--- config.mk ---
export PLATFORM = sky130hd
export DESIGN_NAME = rgbsd_ctrl
export DESIGN_NICKNAME = d
export VERILOG_FILES = /design/src/hw/rtl/rgbsd_pkg.sv /design/src/hw/rtl/rgbsd_ctrl.sv
export SDC_FILE = /design/constraint.sdc
export NUM_CORES = 1
export LEC_CHECK = 0
export BUFFER_PORTS_ARGS = -buffer_cell sky130_fd_sc_hd__buf_2
export CAP_MARGIN = 20
export CORE_AREA = 2 2 39 41
export DETAILED_ROUTE_END_ITERATION = 6
export DIE_AREA = 0 0 41 43
export GPL_TIMING_DRIVEN = 1
export PLACE_DENSITY = 0.3
export SKIP_CTS_REPAIR_TIMING = 1
export SYNTH_ARGS = -nofsm -noshare
export SYNTH_HDL_FRONTEND = slang
export SYNTH_SLANG_ARGS = --single-unit
--- constraint.sdc ---
create_clock -name clk -period 0.8 [get_ports clk]
set_input_delay 0.12 -clock clk [delete_from_list [all_inputs] [get_ports clk]]
set_output_delay 0.12 -clock clk [all_outputs]
set_load 0.05 [all_outputs]
--- src/hw/rtl/rgbsd_pkg.sv ---
// rgbsd_pkg: shared types and constants of the rgb led matrix scan driver
// no dependencies; used by the interfaces, the controller, the datapath and the top level
`default_nettype none

package rgbsd_pkg;

    // command opcodes
    localparam logic OP_WRITE = 1'b0;
    localparam logic OP_TICK  = 1'b1;

    // color phases of one row pair, and the closing phase of a frame
    localparam logic [1:0] PHASE_RED   = 2'd0;
    localparam logic [1:0] PHASE_GREEN = 2'd1;
    localparam logic [1:0] PHASE_BLUE  = 2'd2;
    localparam logic [1:0] PHASE_FIX   = 2'd3;

    // latch sequence steps after the shift steps
    localparam logic [1:0] LATCH_BLANK   = 2'd0;
    localparam logic [1:0] LATCH_STROBE  = 2'd1;
    localparam logic [1:0] LATCH_ADDR    = 2'd2;
    localparam logic [1:0] LATCH_UNBLANK = 2'd3;

    // bit positions of a frame store word
    localparam int PLANE_RED   = 0;
    localparam int PLANE_GREEN = 1;
    localparam int PLANE_BLUE  = 2;
    localparam int PLANE_BITS  = 3;

    typedef struct packed {
        logic       opcode;
        logic [4:0] pixel_row;
        logic [5:0] pixel_col;
        logic       red_on;
        logic       green_on;
        logic       blue_on;
    } cmd_beat_t;

    typedef struct packed {
        logic       shift_clock;
        logic       red_top;
        logic       red_bottom;
        logic       green_top;
        logic       green_bottom;
        logic       blue_top;
        logic       blue_bottom;
        logic [3:0] row_address;
        logic       output_enable_n;
        logic       latch_strobe;
        logic       frame_end;
    } pin_beat_t;

    typedef enum logic [1:0] {
        ST_CLEAR,
        ST_IDLE,
        ST_EXEC
    } ctrl_state_t;

    typedef struct packed {
        logic clear_en;
        logic accept;
        logic exec;
    } ctrl_cmd_t;

    typedef struct packed {
        logic clear_last;
        logic out_free;
    } dp_status_t;

endpackage

`default_nettype wire

--- src/hw/rtl/rgbsd_ctrl.sv ---
// rgbsd_ctrl: controller state machine of the scan driver
// depends on rgbsd_pkg for the state, command and status types
`default_nettype none

module rgbsd_ctrl (
    input  wire logic                   clk,
    input  wire logic                   rst_n,
    input  wire logic                   cmd_valid,
    input  wire logic                   cmd_opcode,
    output logic                        cmd_ready,
    input  wire rgbsd_pkg::dp_status_t  status,
    output rgbsd_pkg::ctrl_cmd_t        ctrl
);

    rgbsd_pkg::ctrl_state_t state_reg;
    rgbsd_pkg::ctrl_state_t state_next;

    always_ff @(posedge clk or negedge rst_n)
    begin
        if (!rst_n)
        begin
            state_reg <= rgbsd_pkg::ST_CLEAR;
        end
        else
        begin
            state_reg <= state_next;
        end
    end

    always_comb
    begin
        state_next = state_reg;
        unique case (state_reg)
            rgbsd_pkg::ST_CLEAR:
            begin
                if (status.clear_last)
                begin
                    state_next = rgbsd_pkg::ST_IDLE;
                end
            end
            rgbsd_pkg::ST_IDLE:
            begin
                if (cmd_valid && cmd_opcode == rgbsd_pkg::OP_TICK)
                begin
                    state_next = rgbsd_pkg::ST_EXEC;
                end
            end
            rgbsd_pkg::ST_EXEC:
            begin
                if (status.out_free)
                begin
                    state_next = rgbsd_pkg::ST_IDLE;
                end
            end
            default:
            begin
                state_next = rgbsd_pkg::ST_CLEAR;
            end
        endcase
    end

    always_comb
    begin
        cmd_ready     = 1'b0;
        ctrl.clear_en = 1'b0;
        ctrl.accept   = 1'b0;
        ctrl.exec     = 1'b0;
        unique case (state_reg)
            rgbsd_pkg::ST_CLEAR:
            begin
                ctrl.clear_en = 1'b1;
            end
            rgbsd_pkg::ST_IDLE:
            begin
                cmd_ready   = 1'b1;
                ctrl.accept = cmd_valid;
            end
            rgbsd_pkg::ST_EXEC:
            begin
                ctrl.exec = status.out_free;
            end
            default:
            begin
                cmd_ready = 1'b0;
            end
        endcase
    end

endmodule

`default_nettype wire

==> reports/results.tsv <==
stage	metric	value	unit
clock_network	cts_buffer_depth	2	
route	detail-route-antenna-nets	0	
floorplan	die_area	1760	um^2
pwr	p_per_area	3640	nW/um^2
sta	fin_crit	1180	ps
route	post_drt_wl_per_cell	8.02	um
setup_path	required	680	ps
hold_path	hold_class	primary input to register	
status	status	complete, but fails checks	
sta	rsz0062_at_grt	true	
global_route	grt_pass1_vias	119	
pwr	ir_worst_vdd	991	uV
setup_path	ff2ff_setup_slack	-140	ps
route	drc	0	
sta	drv_slew	0	
floorplan	num_rows	14	
route	drt-vias-per-instance	3.17	
final_layout	layout_commonest_cell	buf_2	
sta	setup_viol	6	
sta	fin_ws	-376	ps
clock_network	cts_made_buffers	3	
pwr	finalPower	0.925	mW
clock_network	cts_tree	built	
setup_path	r2r.worst_path.cells	2	
setup_path	path_class	register to output port	
yosys	synth_area_per_cell	10.1	um^2
yosys	synth_cell_types	8	
global_route	overflow	0	
sta	worst_pin_slew	248	ps
final_layout	largest_reg_flops	2	
sta	hold_viol	0	
setup_path	worstPathArrival	1060	ps
pwr	p_leak	0.128	nW
global_route	grt_pass1_wl	441	um
yosys	ys.warnings.count	0	
yosys	ys_seq_area_frac	0.449	
place	port_buffers	9	
place	post-place-ws	-263	ps
sta	relSlewSlack	0.836	
floorplan	die_w	41	um
global_route	grt_max_degree	6	
final_layout	nNetsFinal	33	
route	wl	329	um
setup_path	crit_path_start_kind	register	
setup_path	critPathCapture	ctrl[1]	
clock_network	htree_num_levels	1	
place	dpl.cell_count	37	
setup_path	r2r-start	state_reg[0]	
setup_path	critical_path.endpoint_type	output port	
setup_path	setup.worst_path.start	state_reg[1]	
floorplan	initial_core_util	0.0805	
status	violations	negative setup slack	
route	vias	130	
final_layout	fin_cells	41	
sta	max_freq	850	MHz
clock_network	clock_sinks	2	
floorplan	coreArea	1380	um^2
floorplan	ioPinCount	10	
yosys	syn_nets	17	
yosys	syn_area	111	um^2
yosys	synth_cells	11	
floorplan	fp.dieH	43	um
final_layout	diodes	0	
route	drtIter0Drc	0	
final_layout	mostFrequentLayoutCells	buf_2 (6), clkbuf_4 (3), o21bai_1 (2), buf_6 (2)	
setup_path	timing.rr.end	state_reg[1]	
place	gp_congestion	0.474	
global_route	antenna_found_initial	0	
route	drtPass1Iterations	1	
sta	clock_skew	2.40	ps
run	maxCapViolCount	0	
global_route	grtUsageTotal	0.0442	
sta	period_share	1.47	
yosys	ys_ff_latch	2	
final_layout	drive_above_1_share	0.760	
setup_path	crit_fanout	5	
clock_network	root_buffer	clkbuf_4	
final_layout	syn2layout_area_growth	128	%
clock_network	clkTransAtPathRegs	30	ps
clock_network	clkLatencyLatePin	220	ps
-- synth_stat cells --
cell type  count  share of area
o21bai_1       2           0.13
dfrtp_1        2           0.45
and2_1         1          0.056
and3_1         1          0.056
and3b_1        1          0.079
nor2_1         2          0.067
nor2b_1        1          0.056
mux2_2         1           0.10
-- layer usage --
metal / wire (um) / GRT usage
met1: 149 / 0.0547
met2: 112 / 0.0344
met3: 66 / 0.0366
met4: 0 / 0.0600
met5: 0 / 0
-- critical path, stage by stage, from the launching register on --
cell and delay, ps:
dfrtp_2 430, nor2b_4 120, and2_4 140, buf_8 130
-- through the flow --
step / util / hold slack [ps] / TNS, ps / cell area [um^2]
finish: 0.184 / 193 / -1700 / 254
global route: 0.184 / 214 / -1970 / 254
CTS: 0.159 / -337 / -2120 / 220
detailed placement: 0.143 / -92.7 / -1130 / 198
global placement: 0.143 / -94.9 / -1070 / 198
floorplan: - / -176 / -1130 / 125
-- cells by family (layout without fill, tap and decap cells) --
family	count (synthesis)	count (layout)	synth area share
simple gates	6	6	0.315
compound gates	2	2	0.135
flops	2	2	0.449
mux	1	1	0.101
buf+inv	0	14	0
-- report_power, final --
group,internal [mW],switching (mW)
registers,0.134,0.0360
logic,0.221,0.308
clock network,0.166,0.0605
-- layout make-up --
cell class / count / area, um^2
fill: 158 / 1130
multi-input combinational: 9 / 75.1
tap: 16 / 20.0
timing repair buffer: 11 / 85.1
clock buffer: 3 / 22.5
sequential: 2 / 51.3
-- worst min-delay path by stage --
| stage | start | endpoint | cells after the start |
|---|---|---|---|
| after global routing | rst_n | state_reg[0] | 2 |
| after global placement | rst_n | state_reg[0] | 1 |
| after CTS | rst_n | state_reg[1] | 1 |
| after detailed placement | rst_n | state_reg[0] | 1 |
| after floorplan | rst_n | state_reg[0] | 0 |
| final | status[1] | state_reg[0] | 3 |
Note: power is estimated with default switching activity, not from simulation.
